[config.mk]
export PLATFORM = sky130hd
export DESIGN_NAME = fvn_norm
export DESIGN_NICKNAME = d
export VERILOG_FILES = /design/src/rtl/fvn_pkg.sv /design/src/rtl/fvn_norm.sv
export SDC_FILE = /design/constraint.sdc
export NUM_CORES = 2
export LEC_CHECK = 0
export BUFFER_PORTS_ARGS = -buffer_cell sky130_fd_sc_hd__buf_2
export CORE_MARGIN = 3
export CORE_UTILIZATION = 40
export CTS_BUF_LIST = sky130_fd_sc_hd__clkbuf_8
export CTS_CLUSTER_DIAMETER = 150
export DETAILED_ROUTE_END_ITERATION = 10
export PLACE_DENSITY = 0.6
export SETUP_SLACK_MARGIN = 0.2
export SKIP_CTS_REPAIR_TIMING = 1
export SLEW_MARGIN = 20
export SYNTH_ARGS = -nofsm -noshare
export SYNTH_HDL_FRONTEND = slang
export SYNTH_SLANG_ARGS = --single-unit
export TNS_END_PERCENT = 1
[constraint.sdc]
create_clock -name clk -period 33 [get_ports clk]
set_clock_uncertainty 0.2 [all_clocks]
set_input_delay 6.6 -clock clk [delete_from_list [all_inputs] [get_ports clk]]
set_output_delay 6.6 -clock clk [all_outputs]
set_load 0.1 [all_outputs]
[src/rtl/fvn_pkg.sv]
package fvn_pkg;

  localparam int unsigned OCT_MAX    = 8;
  localparam int unsigned OCT_W      = $clog2(OCT_MAX);
  localparam int unsigned CNT_W      = 4;
  localparam int unsigned ACC_W      = 16 + OCT_MAX + $clog2(OCT_MAX);
  localparam int unsigned PIPE_DEPTH = 8;

  localparam logic [31:0] HASH_X   = 32'd1664525;
  localparam logic [31:0] HASH_Z   = 32'd1013904223;
  localparam logic [31:0] HASH_S   = 32'd22695477;
  localparam logic [31:0] HASH_MIX = 32'h045d9f3b;

  typedef enum logic [0:0] {
    CFG_SEED   = 1'b0,
    CFG_OCTAVE = 1'b1
  } cfg_idx_t;

  // 2^32 / (2^c - 1), rounded
  function automatic logic [32:0] recip_lookup(input logic [CNT_W-1:0] c);
    logic [32:0] r;
    case (c)
      4'd1:    r = 33'h1_0000_0000;
      4'd2:    r = 33'd1431655765;
      4'd3:    r = 33'd613566757;
      4'd4:    r = 33'd286331153;
      4'd5:    r = 33'd138547332;
      4'd6:    r = 33'd68174084;
      4'd7:    r = 33'd33818640;
      4'd8:    r = 33'd16843009;
      default: r = 33'h1_0000_0000;
    endcase
    return r;
  endfunction

endpackage

[src/rtl/fvn_norm.sv]
module fvn_norm
  import fvn_pkg::*;
(
  input  logic             clk,
  input  logic             adv,
  input  logic [15:0]      n [OCT_MAX],
  input  logic [CNT_W-1:0] cnt,
  output logic [15:0]      noise
);

  logic [ACC_W-1:0] acc_nxt, acc_r;
  logic [CNT_W-1:0] cnt_r;
  logic [ACC_W+32:0] prod;
  logic [15:0] noise_r;

  always_comb begin
    acc_nxt = '0;
    for (int o = 0; o < OCT_MAX; o++) begin
      if (CNT_W'(o) < cnt) begin
        acc_nxt = acc_nxt +
          (ACC_W'(n[o]) << (cnt - CNT_W'(1) - CNT_W'(o)));
      end
    end
  end

  assign prod = {33'd0, acc_r} * {{ACC_W{1'b0}}, recip_lookup(cnt_r)};

  always_ff @(posedge clk) begin
    if (adv) begin
      acc_r <= acc_nxt;
      cnt_r <= cnt;
      if (prod[ACC_W+32:48] != '0) begin
        noise_r <= 16'hffff;
      end else begin
        noise_r <= prod[47:32];
      end
    end
  end

  assign noise = noise_r;

endmodule
==> summary.txt <==
Detailed routing
  • Final wirelength: about 140000 microns
  • Routed vias: 36489
  • Drt initial violations: 3004
  • Wirelength per Cell: 21.18 microns
  • Antenna Nets Post-Route: 0
  • DRC Markers: 0
  • Post-DR vias/cell: 5.547
  • Drt pass-1 iters: 6

STA
  • Fin crit share: 68.03%
  • Slew Limit Fails: 0
  • Least-Margin Pin Slew: 1056 ps
  • RSZ-0062 raised after global routing: no
  • FMAX: 44.55 MHz
  • Fin Setup TNS: 0 ps
  • Endpoints failing setup: 0
  • Rel. slew slack: between 20 and 30%
  • Fin. Hold Viols: 0
  • Minimum clock period: 22450 ps

Synth
  • YS warnings: 0
  • Synthesized cell area: 42860 sq um
  • Main synth FF type: edfxtp_1
  • Register area share after synthesis: 4.133%
  • Fraction of synthesis flops using an asynchronous set or reset pin: 0%
  • Post-synth top cells: inv_1, fa_1, ha_1
  • Avg Cell Area, Syn: 8.336 sq um
  • Area leader, netlist: fa_1
  • Yosys top cell area share: 26.39%
  • Synth Instances: 5142
  • Syn nets: 6386
  • Number of flops mapped to enable cells by yosys: 47
  • Netlist cell types: slightly above 90
  • Top post-synthesis cells by area: fa_1, ha_1, inv_1, and2_1, mux2i_1
  • Flops & latches, synth: 65
  • Top-count cell post-synth: inv_1

Critical path
  • Worst path most repeated cell: a21oi_1
  • R2R Path End: noise[7]
  • Worst r2r path cells: 32
  • Critical Path Sink: acc_r[26]
  • WS Path Type: in -> reg
  • Worst Setup End Kind: flip-flop
  • Slowest CP cell: ha_4
  • Worst setup path start: cnt[0]
  • Arrival @ worst endpoint: 22370 ps
  • Startpoint types: primary input
  • CP Data Required Time: between 30000 and 40000 ps
  • FF-to-FF Start: acc_r[8]
  • Critical Path Fanout Max: 53
  • CP peak stage delay: 680 ps
  • Worst reg2reg setup slack: 21620 ps

Placement
  • Port Buffers: 149
  • Dpl hpwl: 116600 microns
  • GPL Wtd Cong: 0.9722

Layout
  • Share of layout cells above drive strength 1: roughly 8.3%
  • Area Growth Syn to Fin: 6.022%
  • Fillers: 10669
  • Nets: 6422

Global routing
  • Largest net degree at the start of global routing: 59
  • All-Layer GR Usage: between 20% and 30%
  • Vias in the first global route: 36605
  • First-pass GRT wire length: 217600 microns
  • Initial antenna violation count: 5
  • Overflow after GRT: 0

Floorplan
  • Die Span Y: 333.4 microns
  • Die area: 111100 sq um
  • Die width: 333.4 microns
  • Initial cell density of the core: around two fifths
  • Rows: 119
  • Core area: 105900 sq um
  • Top Ports: 150

Min path
  • Hold WC Path Type: reg -> reg

Clock tree
  • Maximum clock path buffer count: 2
  • Num CTS Buffers: 9
  • H-tree levels: 3
  • Clk pin slew, worst setup/hold paths: 90 ps
  • Clk sinks: 65
  • Root buffer cell: clkbuf_8
  • CTS tree: built
  • Clock latency on the worst-skew pair: 380 ps

Flow run
  • MaxCap Viol Count: 0

Outcome
  • Status: finished clean
==> worst min-delay path by stage <==
stage | endpoint | cells past startpoint | from | slack (ps)
2_1_floorplan | flip-flop | 2 | cnt_r[2] | 400
3_3_place_gp | flip-flop | 2 | cnt_r[3] | 460
3_5_place_dp | flip-flop | 2 | cnt_r[3] | 470
4_1_cts | flip-flop | 2 | cnt_r[2] | 480
5_1_grt | flip-flop | 2 | cnt_r[0] | 520
6_report | flip-flop | 2 | cnt_r[3] | 480
==> critical path: cells and delay by family <==
| kind | cells | cell delay (ps) |
|---|---|---|
| AOI/OAI and AO/OA | 25 | 5610 |
| xor gates and xnor gates | 8 | 1920 |
| adders and majority gates | 8 | 3080 |
| buffers and inverters | 7 | 1850 |
| and+or+nand+nor | 15 | 3250 |
==> cell type report <==
| cell class | instances | area, sq um | share of cell area [%] |
|---|---|---|---|
| diodes | 4 | 10.01 | 0.02203 |
| flip-flops and latches | 65 | 1772 | 3.898 |
| clock inverters | 7 | 82.58 | 0.1817 |
| clock buffers | 9 | 123.9 | 0.2726 |
| well taps | 1391 | 1740 | 3.830 |
| inverters | 886 | 3326 | 7.318 |
| repair buffers | 233 | 1383 | 3.042 |
| multi-input cells | 3983 | 37010 | 81.44 |
==> per-stage QoR <==
step / hold WS, ps / utilization (%) / area (sq um) / std cells / setup WS (ps)
2_1_floorplan: 399.9 / - / 42860 / 5142 / 10520
4_1_cts: 481.1 / 42.92 / 45440 / 6574 / 10690
3_3_place_gp: 463.2 / 42.72 / 45230 / 6558 / 10600
5_1_grt: 519.2 / 42.93 / 45440 / 6577 / 9187
3_5_place_dp: 469.5 / 42.72 / 45230 / 6558 / 10320
6_report: 475.9 / 42.93 / 45450 / 6578 / 10550
==> cells by family after synthesis <==
family,Yosys count,synth area share [%]
compound gates,930,13.75
xor+xnor,200,4.332
fa+ha+maj,1110,42.30
buf+inv,1094,9.717
flops,65,4.133
mux,300,9.268
simple gates,1443,16.50
==> cell usage in the layout (no fill, tap or decap), types with 84 or more instances in the layout <==
cell type,n
nand2_1,417
fa_1,565
buf_2,148
buf_4,84
ha_1,544
a21oi_1,311
and2_1,373
nor2_1,330
mux2i_1,170
o21ai_0,210
inv_1,883
xnor2_1,133
==> routing by layer <==
layer / share of wire [%] / global-route usage, %
met5: 0 / 0
met4: 3.9 / 8.325
met3: 7.0 / 2.818
met2: 46 / 41.45
met1: 43 / 34.38
Power is left out: the tool's default activity adds up to more than one toggle a clock period on the data nets, which glitch-free logic cannot reach.
